==> src/hdl/sfdd_pkg.sv <==
// Shared types, codes and constants of the sensor frame dedupe decoder.
// No dependencies; every other file of the block imports this package.
`timescale 1ns / 1ps

package sfdd_pkg;

  localparam int CAND_DEFAULT = 4;

  localparam logic        CMD_ROW  = 1'b0;
  localparam logic        CMD_END  = 1'b1;
  localparam logic [7:0]  FIT_LO   = 8'd72;
  localparam logic [7:0]  FIT_HI   = 8'd73;
  localparam logic [7:0]  MIC_SEED = 8'hA5;
  localparam logic [6:0]  CYCLE_CAP = 7'd64;
  localparam logic [7:0]  REPS_MAX = 8'hFF;

  localparam logic signed [15:0] TMIN_RST = -16'sd200;
  localparam logic signed [15:0] TMAX_RST = 16'sd600;
  localparam logic [7:0]         HLIM_RST = 8'd127;
  localparam logic [7:0]         BLOW_RST = 8'd20;

  localparam logic [7:0] CFG_TMIN = 8'd0;
  localparam logic [7:0] CFG_TMAX = 8'd1;
  localparam logic [7:0] CFG_HLIM = 8'd2;
  localparam logic [7:0] CFG_BLOW = 8'd3;

  typedef enum logic [1:0] {
    ST_VALID = 2'd0,
    ST_MIC   = 2'd1,
    ST_TEMP  = 2'd2,
    ST_HUM   = 2'd3
  } status_t;

  typedef enum logic [1:0] {
    OV_READ  = 2'd0,
    OV_PLAUS = 2'd1,
    OV_MIC   = 2'd2,
    OV_NONE  = 2'd3
  } overall_t;

  typedef enum logic [2:0] {
    S_IDLE,
    S_SCAN,
    S_READ,
    S_EMIT,
    S_SUMMARY
  } state_t;

  typedef struct packed {
    logic        command;
    logic [7:0]  bit_count;
    logic [31:0] row_head;
    logic [39:0] row_tail;
  } in_t;

  typedef struct packed {
    logic               last;
    status_t            status;
    overall_t           overall;
    logic [2:0]         valid_count;
    logic [23:0]        node_id;
    logic signed [15:0] temperature;
    logic [7:0]         humidity;
    logic [7:0]         battery;
    logic               battery_low;
    logic               pairing;
    logic [6:0]         cycle;
    logic [7:0]         repeat_count;
  } out_t;

  typedef struct packed {
    logic wr;
    logic inc;
    logic clr;
  } tbl_ctrl_t;

endpackage

==> src/hdl/sfdd_table.sv <==
// Candidate table: row storage, repeat counters, fill count and the shared
// 72-bit comparator. Depends on sfdd_pkg.
`timescale 1ns / 1ps

module sfdd_table import sfdd_pkg::*; #(
  parameter int CANDIDATES = CAND_DEFAULT,
  localparam int CW = $clog2(CANDIDATES + 1),
  localparam int AW = (CANDIDATES > 1) ? $clog2(CANDIDATES) : 1
) (
  input  logic          clk,
  input  logic          rst,
  input  tbl_ctrl_t     ctrl,
  input  logic [CW-1:0] idx,
  input  logic [31:0]   wr_head,
  input  logic [39:0]   wr_tail,
  output logic [31:0]   rd_head,
  output logic [39:0]   rd_tail,
  output logic [7:0]    rd_reps,
  output logic          match,
  output logic [CW-1:0] used
);

  logic [31:0] heads [CANDIDATES];
  logic [39:0] tails [CANDIDATES];
  logic [7:0]  reps  [CANDIDATES];

  assign rd_head = heads[idx[AW-1:0]];
  assign rd_tail = tails[idx[AW-1:0]];
  assign rd_reps = reps[idx[AW-1:0]];
  assign match   = (rd_head == wr_head) && (rd_tail == wr_tail);

  always_ff @(posedge clk) begin
    if (ctrl.wr) begin
      heads[used[AW-1:0]] <= wr_head;
      tails[used[AW-1:0]] <= wr_tail;
      reps[used[AW-1:0]]  <= 8'd1;
    end else if (ctrl.inc && (rd_reps != REPS_MAX)) begin
      reps[idx[AW-1:0]] <= rd_reps + 8'd1;
    end
  end

  always_ff @(posedge clk) begin
    if (rst || ctrl.clr) begin
      used <= '0;
    end else if (ctrl.wr) begin
      used <= used + CW'(1);
    end
  end

endmodule

==> src/hdl/sfdd_decode.sv <==
// Decoder for one stored candidate row: whitening removal, integrity check,
// plausibility checks and field extraction. Depends on sfdd_pkg.
`timescale 1ns / 1ps

module sfdd_decode import sfdd_pkg::*; (
  input  logic [31:0]        head,
  input  logic [39:0]        tail,
  input  logic [7:0]         reps,
  input  logic signed [15:0] temp_min,
  input  logic signed [15:0] temp_max,
  input  logic [7:0]         hum_limit,
  input  logic [7:0]         batt_low,
  output out_t               res
);

  logic [71:0]        raw;
  logic [7:0]         inv [9];
  logic [7:0]         d [7];
  logic [7:0]         x;
  logic [10:0]        s;
  logic [7:0]         mic;
  logic signed [15:0] t;

  always_comb begin
    raw = {head, tail};
    for (int i = 0; i < 9; i++) begin
      inv[i] = ~raw[71 - 8 * i -: 8];
    end
    x = '0;
    s = '0;
    for (int i = 0; i < 7; i++) begin
      d[i] = inv[i] ^ inv[7];
      x    = x ^ d[i];
      s    = s + 11'(d[i]);
    end
    mic = MIC_SEED ^ x ^ s[7:0] ^ {5'd0, s[10:8]};
    t   = signed'({d[3], d[4]});

    res              = '0;
    res.status       = ST_VALID;
    res.overall      = OV_READ;
    res.repeat_count = reps;
    if (inv[8] != mic) begin
      res.status = ST_MIC;
    end else if ((t < temp_min) || (t > temp_max)) begin
      res.status = ST_TEMP;
    end else if (d[5] > hum_limit) begin
      res.status = ST_HUM;
    end else begin
      res.node_id     = {d[0], d[1], d[2]};
      res.temperature = t;
      res.humidity    = d[5];
      res.battery     = d[6];
      res.battery_low = d[6] < batt_low;
      res.pairing     = inv[7][7];
      res.cycle       = inv[7][6] ? CYCLE_CAP : {1'b0, inv[7][5:0]};
    end
  end

endmodule

==> src/hdl/sensor_frame_dedupe_decoder_top.sv <==
// Top level of the sensor frame dedupe decoder: sequencer, configuration
// registers and result register. Depends on sfdd_pkg, sfdd_table, sfdd_decode.
`timescale 1ns / 1ps

// Usage
//   Input: drive row and raise start; the item is taken at a clock edge with
//   start high and busy low. A row command (command 0) with bit_count 72 or
//   73 is compared against the candidate table one entry per cycle through a
//   single 72-bit comparator; busy stays high until a match is found or all
//   stored entries are passed. Rows of any other length are dropped at once
//   and leave busy low.
//   An end command (command 1) walks the table in order of first appearance,
//   reading each candidate entry into a register and then decoding it, then
//   emits a summary, busy high throughout. Each result sits on result for
//   exactly one cycle with strobe high; the summary carries last = 1.
//   The receiver cannot stall; results are never held back.
//   Configuration: cfg_valid with cfg_index/cfg_data, always ready. Write
//   only while busy is low. Indexes beyond the register list are ignored.
//   Reset (rst, synchronous) empties the table, restores register defaults
//   and returns to idle. Table contents need no clearing: only entries below
//   the fill count are ever read.

module sensor_frame_dedupe_decoder_top import sfdd_pkg::*; #(
  parameter int CANDIDATES = CAND_DEFAULT
) (
  input  logic        clk,
  input  logic        rst,
  input  logic        start,
  input  in_t         row,
  output logic        busy,
  input  logic        cfg_valid,
  output logic        cfg_ready,
  input  logic [7:0]  cfg_index,
  input  logic [15:0] cfg_data,
  output out_t        result,
  output logic        strobe
);

  localparam int CW = $clog2(CANDIDATES + 1);

  // Configuration registers
  logic signed [15:0] temp_min;
  logic signed [15:0] temp_max;
  logic [7:0]         hum_limit;
  logic [7:0]         batt_low;

  // Sequencer state
  state_t        state, state_next;
  logic [CW-1:0] idx, idx_next;
  logic [CW-1:0] vcnt, vcnt_next;
  logic          any_san, any_san_next;
  logic          any_mic, any_mic_next;
  out_t          result_next;
  logic          strobe_next;
  logic          row_load;
  tbl_ctrl_t     tctrl;

  // Held row and registered table entry
  logic [31:0] row_head;
  logic [39:0] row_tail;
  logic [31:0] ent_head;
  logic [39:0] ent_tail;
  logic [7:0]  ent_reps;

  logic [31:0]   rd_head;
  logic [39:0]   rd_tail;
  logic [7:0]    rd_reps;
  logic          match;
  logic [CW-1:0] used;
  out_t          dec_res;

  assign busy      = (state != S_IDLE);
  assign cfg_ready = 1'b1;

  sfdd_table #(.CANDIDATES(CANDIDATES)) u_table (
    .clk     (clk),
    .rst     (rst),
    .ctrl    (tctrl),
    .idx     (idx),
    .wr_head (row_head),
    .wr_tail (row_tail),
    .rd_head (rd_head),
    .rd_tail (rd_tail),
    .rd_reps (rd_reps),
    .match   (match),
    .used    (used)
  );

  sfdd_decode u_decode (
    .head      (ent_head),
    .tail      (ent_tail),
    .reps      (ent_reps),
    .temp_min  (temp_min),
    .temp_max  (temp_max),
    .hum_limit (hum_limit),
    .batt_low  (batt_low),
    .res       (dec_res)
  );

  // Configuration writes
  always_ff @(posedge clk) begin
    if (rst) begin
      temp_min  <= TMIN_RST;
      temp_max  <= TMAX_RST;
      hum_limit <= HLIM_RST;
      batt_low  <= BLOW_RST;
    end else if (cfg_valid && cfg_ready) begin
      case (cfg_index)
        CFG_TMIN: temp_min  <= signed'(cfg_data);
        CFG_TMAX: temp_max  <= signed'(cfg_data);
        CFG_HLIM: hum_limit <= cfg_data[7:0];
        CFG_BLOW: batt_low  <= cfg_data[7:0];
        default:  ;
      endcase
    end
  end

  always_ff @(posedge clk) begin
    if (rst) begin
      state   <= S_IDLE;
      idx     <= '0;
      vcnt    <= '0;
      any_san <= 1'b0;
      any_mic <= 1'b0;
      strobe  <= 1'b0;
    end else begin
      state   <= state_next;
      idx     <= idx_next;
      vcnt    <= vcnt_next;
      any_san <= any_san_next;
      any_mic <= any_mic_next;
      strobe  <= strobe_next;
    end
  end

  // Payload registers
  always_ff @(posedge clk) begin
    result <= result_next;
    if (row_load) begin
      row_head <= row.row_head;
      row_tail <= row.row_tail;
    end
    if (state == S_READ) begin
      ent_head <= rd_head;
      ent_tail <= rd_tail;
      ent_reps <= rd_reps;
    end
  end

  always_comb begin
    state_next   = state;
    idx_next     = idx;
    vcnt_next    = vcnt;
    any_san_next = any_san;
    any_mic_next = any_mic;
    result_next  = '0;
    strobe_next  = 1'b0;
    row_load     = 1'b0;
    tctrl        = '0;

    case (state)
      S_IDLE: begin
        if (start) begin
          if (row.command == CMD_END) begin
            // Open the table walk; an empty table goes straight to summary
            idx_next     = '0;
            vcnt_next    = '0;
            any_san_next = 1'b0;
            any_mic_next = 1'b0;
            state_next   = (used == '0) ? S_SUMMARY : S_READ;
          end else if ((row.bit_count == FIT_LO) || (row.bit_count == FIT_HI)) begin
            row_load   = 1'b1;
            idx_next   = '0;
            state_next = S_SCAN;
          end
        end
      end

      S_SCAN: begin
        if (idx == used) begin
          // No match: append when there is room, otherwise drop the row
          tctrl.wr   = (used != CW'(CANDIDATES));
          state_next = S_IDLE;
        end else if (match) begin
          tctrl.inc  = 1'b1;
          state_next = S_IDLE;
        end else begin
          idx_next = idx + CW'(1);
        end
      end

      S_READ: begin
        state_next = S_EMIT;
      end

      S_EMIT: begin
        result_next = dec_res;
        strobe_next = 1'b1;
        case (dec_res.status)
          ST_VALID: vcnt_next    = vcnt + CW'(1);
          ST_MIC:   any_mic_next = 1'b1;
          default:  any_san_next = 1'b1;
        endcase
        idx_next   = idx + CW'(1);
        state_next = ((idx + CW'(1)) == used) ? S_SUMMARY : S_READ;
      end

      S_SUMMARY: begin
        result_next.last        = 1'b1;
        result_next.valid_count = 3'(vcnt);
        if (vcnt != '0) begin
          result_next.overall = OV_READ;
        end else if (any_san) begin
          result_next.overall = OV_PLAUS;
        end else if (any_mic) begin
          result_next.overall = OV_MIC;
        end else begin
          result_next.overall = OV_NONE;
        end
        strobe_next = 1'b1;
        tctrl.clr   = 1'b1;
        state_next  = S_IDLE;
      end

      default: begin
        state_next = S_IDLE;
      end
    endcase
  end

  // A result appears only after a decode or summary cycle
  a_strobe_src: assert property (@(posedge clk) disable iff (rst)
    strobe |-> ($past(state) == S_EMIT || $past(state) == S_SUMMARY))
    else $error("result strobe without decode or summary");

  // The summary closes the transmission: table emptied, sequencer idle
  a_summary_clears: assert property (@(posedge clk) disable iff (rst)
    (strobe && result.last) |-> (used == '0 && !busy))
    else $error("table not emptied after summary");

  // Fill count never passes the table depth
  a_used_bound: assert property (@(posedge clk) disable iff (rst)
    used <= CW'(CANDIDATES))
    else $error("candidate fill count out of range");

  // The walk never emits more candidates than are stored
  a_walk_bound: assert property (@(posedge clk) disable iff (rst)
    (state == S_READ) |-> (idx < used))
    else $error("table walk past fill count");

endmodule
==> config.mk <==
export PLATFORM = sky130hd
export DESIGN_NAME = sensor_frame_dedupe_decoder_top
export DESIGN_NICKNAME = d
export VERILOG_FILES = /design/src/hdl/sfdd_pkg.sv /design/src/hdl/sfdd_table.sv /design/src/hdl/sfdd_decode.sv /design/src/hdl/sensor_frame_dedupe_decoder_top.sv
export SDC_FILE = /design/constraint.sdc
export NUM_CORES = 1
export LEC_CHECK = 0
export BUFFER_PORTS_ARGS = -buffer_cell sky130_fd_sc_hd__clkbuf_2
export CORE_ASPECT_RATIO = 0.5
export CORE_UTILIZATION = 50
export CTS_CLUSTER_DIAMETER = 120
export DETAILED_ROUTE_END_ITERATION = 10
export PLACE_DENSITY = 0.78
export SLEW_MARGIN = 15
export SYNTH_ARGS = -nofsm -noshare
export SYNTH_HDL_FRONTEND = slang
export SYNTH_HIERARCHICAL = 1
export SYNTH_SLANG_ARGS = --single-unit
export TNS_END_PERCENT = 10
==> constraint.sdc <==
create_clock -name clk -period 8.9 [get_ports clk]
set_clock_uncertainty 0.05 [all_clocks]
set_input_delay 0.445 -clock clk [delete_from_list [all_inputs] [get_ports clk]]
set_output_delay 0.445 -clock clk [all_outputs]
set_load 0.05 [all_outputs]
; ---- Word-level counts from Yosys, hierarchy flattened
; Memories as Yosys holds them, arrays and structs flattened. A register that Yosys moved wholly into a read port is not among the register bits.
; Cells that the tools add are included.
[word_totals]
out_inout_bits = 84
regBits = 296
in_bits = 109
ramBits = 320
n_memories = 3
[memory_table]
columns = memory, depth, word_bits, rd, rd_clocked_by_memory_dff, wr, line_no
row1 = u_table.tails, 4, 40, 1, 1, 1, sfdd_table.sv:24  ; logic [39:0] tails [CANDIDATES];
row2 = u_table.heads, 4, 32, 1, 1, 1, sfdd_table.sv:23  ; logic [31:0] heads [CANDIDATES];
row3 = u_table.reps, 4, 8, 1, 1, 1, sfdd_table.sv:25  ; logic [7:0] reps [CANDIDATES];
[classes]
bitwise_logic = 27
n_addsub = 10
eq_ne = 26
magnitude_cmp = 4
n_reduce_logical = 29
mux = 54
[op_table]
columns = operator, count
row1 = XOR 8 bit, 14
row2 = inverter 8 bit, 9
row3 = adder 11 x 8 -> 11 bit, 5
row4 = two-way mux 3 bit, 15
row5 = == test 40 bit, 1
row6 = == test 32 bit, 1
row7 = two-way mux 2 bit, 11
row8 = two-way mux 1 bit, 21
row9 = "== test 8 x 2 -> 1 bit, second input constant", 2
row10 = "== test 8 x 7 -> 1 bit, second input constant", 2
row11 = greater-than comparator 16 bit, 1
row12 = < comparator 16 bit, 1
row13 = case mux 3 bit (4 select lines), 1
row14 = AND reduction 4 bit, 3
row15 = "inequality test 2 bit, second input constant", 5
row16 = "adder 3 x 1 -> 3 bit, second input constant", 3
row17 = adder 8 x 8 -> 9 bit, 1
row18 = "inequality test 3 bit, second input constant", 3
row19 = case mux 3 bit (3 select lines), 1
row20 = nonzero test 3 bit, 3
row21 = "adder 8 x 1 -> 8 bit, second input constant", 1
row22 = "== test 8 x 1 -> 1 bit, second input constant", 1
row23 = greater-than comparator 8 bit, 1
row24 = logical NOT 8 bit, 1
row25 = 29 further kinds, 43

; ---- Logic depth before layout (Yosys ltp)
[logic_depth]
depth_word = 17
mapped_depth = 24

; ---- By module
; The synthesis kept the hierarchy.
[by_module_without_submodules]
columns = mod, cells_per_inst, n_inst, seq_area_each_um2, area_each_um2
row1 = sfdd_table, 568, 1, 9669.3, 12713.4
row2 = sensor_frame_dedupe_decoder_top, 606, 1, 7387.1, 9342.7
row3 = sfdd_decode, 528, 1, 0.0, 4678.2

; ---- Least setup slack after synthesis
; Ideal clock, no wire load.
[synth_timing]
kind = flip-flop to flip-flop
startpoint = register state[1]
endpoint = register ent_head[0], enable pin
setup_ns = 0.633
path_stages_with_launch = 3
setup_slack_ns = 1.795
n_path_buf = 1
t_arrival_ns = 6.422
cell_sequence = dfxtp_1 buf_2 nor3b_1
[synth_via]
elab_chain_cells = 1
[synth_lines]
columns = item, line_no
row1 = start: declaration, sensor_frame_dedupe_decoder_top.sv:48  ; state_t state, state_next;
row2 = start signal: assignment, sensor_frame_dedupe_decoder_top.sv:127  ; state <= state_next;
row3 = == test 3 x 2 -> 1 bit, sensor_frame_dedupe_decoder_top.sv:143  ; if (state == S_READ) begin
row4 = end signal: assignment, sensor_frame_dedupe_decoder_top.sv:144  ; ent_head <= rd_head;
row5 = end: declaration, sensor_frame_dedupe_decoder_top.sv:61  ; logic [31:0] ent_head;
; No other way between the ends.
; A chain may end at the register's enable or synchronous reset.

; ---- Worst setup path in the final report
[layout_timing]
startpoint = register ent_tail[13]
endpoint = register result[63] in the netlist's numbering
[layout_via]
elab_chain_cells = 13
word_cells_on_any_way = 29
classes_between = add/sub (6) / order compare (3) / eq/ne (1) / bitwise (17) / reduce/logical (2)
[layout_lines]
columns = item, line_no
row1 = start: declaration, sensor_frame_dedupe_decoder_top.sv:62  ; logic [39:0] ent_tail;
row2 = start signal: assignment, sensor_frame_dedupe_decoder_top.sv:145  ; ent_tail <= rd_tail;
row3 = inverter 8 bit (*), sfdd_decode.sv:27  ; inv[i] = ~raw[71 - 8 * i -: 8];
row4 = "parallel branches: the longest is 11 deep, another holds adder 11 x 8 -> 11 bit", --
row5 = OR reduction 4 bit (no source line) (*), --
row6 = end signal: assignment, sensor_frame_dedupe_decoder_top.sv:138  ; result <= result_next;
row7 = end: declaration, sensor_frame_dedupe_decoder_top.sv:35  ; output out_t result,
; Every way passes the cells marked *.

==> results.py <==
metrics = {
    "grt": {
        "grt_max_degree": 84,
        "use_met2_pct": 36.3,
        "grtUsageMet3_pct": 4.93,
        "busiest_layer": "met2",
        "grt_overflow_total": 0,
        "grt_util_all_layers_pct": 22.0,
        "grt_pass1_wl_um": 88500,
        "grt_pass1_vias": 14500,
        "antenna_found_initial": 1,
        "grtUsageMet1_pct": 29.4,
    },
    "worst_hold_path": {
        "worstHoldPathType": "in2reg",
    },
    "power_and_ir_drop": {
        "p_clk_share_pct": 39.7,
        "p_per_area_mw_per_mm2": 186,
        "p_sw_share_pct": 21.7,
        "ir_worst_vdd_mv": 0.139,
        "pwr-share-seq_pct": 54.3,
        "power.leakage_uw": 0.0111,
        "internal_power_uw": 4460,
        "p_switching_uw": 1240,
        "p_comb_share_pct": 6.0,
    },
    "worst_setup_path": {
        "cp.required_ns": 9.38,
        "arrival_ns": 7.72,
        "crit_fanout": 45,
        "path_class": "reg2reg",
        "crit_path_end_kind": "register",
        "startpoint_type": "register",
    },
    "layout": {
        "diodes": 0,
        "drive_gt1_share_pct": 22.5,
        "area_delta_synth_final_pct": 14.8,
        "fill_cells": 3901,
        "final_nets": 2173,
    },
    "sta": {
        "post-route-min-period_ns": 7.24,
        "final.period_utilization_pct": 81.3,
        "setup_slack_ns": 1.66,
        "grt_setup_unrepaired": "false",
        "slew_headroom_pct": 31.4,
        "maxSlewViolCount": 0,
        "max_freq_mhz": 138,
        "final-hold-violation-count": 0,
        "fin_setup_tns_ns": 0,
        "tightest_slew_ns": 1.03,
        "setup_viol": 0,
    },
    "floorplan": {
        "dieWidth_um": 329,
        "top_level_ports": 193,
        "start_util_pct": 51.0,
        "fp-row-count": 59,
        "die_area_mm2": 0.0545,
        "dieHeight_um": 166,
        "coreArea_mm2": 0.0524,
    },
    "detailed_routing": {
        "viasPerCell": 5.43,
        "drcViolationCount": 4,
        "vias": 14700,
        "wl_per_cell_um": 22.2,
        "wirelength_um": 60000,
        "dr.pass1.iters": 8,
        "final_antenna_net_count": 0,
        "first_iter_violations": 1370,
    },
    "synthesis": {
        "seq_area_frac_synth_pct": 63.8,
        "ys.flop_type": "edfxtp_1",
        "synth.distinct_cells": 78,
        "syn_avg_cell_area_um2": 15.7,
        "synthArstFlopShare_pct": 0,
        "ys_ff_latch": 616,
        "synthCells": 1702,
        "yosys_warnings": 6,
        "netlist_area_mm2": 0.0267,
        "synth-edff-count": 472,
    },
    "clock_tree": {
        "numCtsBuffers": 51,
        "clkLatencyLatePin_ns": 0.60,
        "cts-root-buf": "clkbuf_16",
        "cts_tree": "done",
        "cts_buffer_depth": 3,
        "clk_pin_slew_ns": 0.07,
        "cts_num_sinks": 616,
        "cts_resized": 0,
        "htree_num_levels": 2,
    },
    "outcome": {
        "status": "complete, but fails checks",
        "failed_checks": "DRC",
    },
    "place": {
        "dp_worst_setup_slack_ns": 1.76,
        "io_buffers": 190,
        "hpwl_um": 40200,
        "gp_congestion": 0.891,
    },
    "run": {
        "drv_cap": 0,
    },
}
## worst max-delay path, cell delays in order (launching register included)
cell and delay, ns:
edfxtp_1 0.69, xor2_1 0.64, fa_1 0.59, fa_1 0.53, fa_1 0.55, inv_1 0.06
fa_1 0.53, inv_1 0.04, ha_1 0.34, xor2_1 0.24, xnor3_1 0.38, xnor3_1 0.31
nand3_1 0.13, nor4_4 0.40, nand4_4 0.80, buf_4 0.55, nor3_2 0.15, and2_1 0.15
## cells by family (layout without fill, tap and decap cells)
| logic type | count (synthesis) | count (layout) | synth area share (%) |
|---|---|---|---|
| buffers and inverters | 191 | 485 | 3.38 |
| AO/OA/AOI/OAI | 104 | 104 | 2.67 |
| other | 2 | 7 | 0.0281 |
| AND/OR/NAND/NOR | 360 | 360 | 8.90 |
| XOR/XNOR | 211 | 211 | 7.46 |
| multiplexers | 116 | 116 | 8.09 |
| adder cells (fa/ha/maj) | 102 | 102 | 5.67 |
| flip-flops | 616 | 616 | 63.8 |
## cells in the mapped netlist (all sizes together) (15+ instances only)
cell,count,area [um2]
edfxtp,472,14200
dfxtp,144,2880
xnor2,126,1130
inv,110,413
and2,84,526
mux4,80,1800
xor2,76,666
nand2,73,274
ha,70,876
buf,57,400
nor3,49,462
mux2i,35,350
nor2,35,131
a21oi,32,160
fa,32,641
nor3b,25,283
clkbuf,23,86.3
nor4,19,146
nand3,16,80.1
nand4,15,115
## power groups by stage
stage / Combinational (uW) / Clock (uW) / Sequential [uW]
floorplan: 231 / 0 / 3160
global route: 367 / 2410 / 3100
global placement: 307 / 0 / 3160
CTS: 339 / 2290 / 3100
detailed placement: 312 / 0 / 3160
finish: 341 / 2260 / 3100
## registers in the layout, summed over array words and instances (netlist names), 3 cells and up
| name | flops |
|---|---|
| batt_low | 8 |
| ent_head | 32 |
| ent_reps | 8 |
| ent_tail | 40 |
| hum_limit | 8 |
| idx | 3 |
| result | 81 |
| row_head | 32 |
| row_tail | 40 |
| state | 3 |
| temp_max | 16 |
| temp_min | 16 |
| u_table/heads | 128 |
| u_table/reps | 32 |
| u_table/tails | 160 |
| u_table/used | 3 |
| vcnt | 3 |
## cell usage in the layout (no fill, tap or decap), types with 7 or more instances in the layout
| cell type | count |
|---|---|
| nor4_1 | 16 |
| xnor3_1 | 9 |
| nor2_1 | 35 |
| xnor2_1 | 123 |
| buf_4 | 21 |
| o21ai_0 | 10 |
| nand2_1 | 73 |
| edfxtp_1 | 472 |
| a21oi_1 | 32 |
| clkbuf_16 | 52 |
| ha_1 | 70 |
| inv_1 | 108 |
| mux2i_1 | 35 |
| clkbuf_2 | 190 |
| clkbuf_1 | 11 |
| nor3_2 | 42 |
| nand4_1 | 13 |
| mux4_2 | 80 |
| dlygate4sd3_1 | 71 |
| xor2_1 | 75 |
| nand3_1 | 16 |
| fa_1 | 32 |
| clkinv_1 | 11 |
| conb_1 | 7 |
| dfxtp_1 | 142 |
| nor3b_2 | 19 |
| and2_1 | 80 |
| a21o_1 | 12 |
## layout make-up
| class | count | area (um2) | area share, % |
|---|---|---|---|
| clock inverters | 28 | 309 | 1.01 |
| flip-flops and latches | 616 | 17100 | 55.6 |
| clock buffers | 64 | 1360 | 4.42 |
| multi-input cells | 900 | 8840 | 28.8 |
| inverters | 111 | 417 | 1.36 |
| well taps | 701 | 877 | 2.86 |
| repair buffers | 282 | 1820 | 5.93 |
## path summary, 6_finish.rpt
check                             startpoint  cells past startpoint      endpoint  slack (ns)
worst max-delay path            ent_tail[13]                     17    result[63]        1.66
worst min-delay path            cfg_data[11]                      3  temp_min[11]        0.04
worst max register to register  ent_tail[13]                     17    result[63]        1.66
worst min register to register   ent_reps[3]                      1     result[3]        0.40
## per-layer routing
layer | wire (um) | part of all wire (%)
met2 | 29000 | 48
met4 | 1420 | 2.4
met1 | 24900 | 42
met3 | 4610 | 7.7
met5 | 0 | 0
## timing repair
item                                   CTS  global route
setup buffers                            0             0
hold buffers                            69             2
endpoints found under the hold margin   69             2
## stage by stage
step	util, %	cells	hold WS, ns	total power, uW	cell area (um2)
2_1_floorplan	-	1707	0.379	3390	26800
3_3_place_gp	54.0	2539	0.377	3460	28300
3_5_place_dp	54.0	2539	0.385	3470	28300
4_1_cts	58.5	2700	0.00364	5720	30700
5_1_grt	58.5	2702	0.0344	5870	30700
6_report	58.5	2702	0.0414	5700	30700
Power figures use the tool's default switching activity.
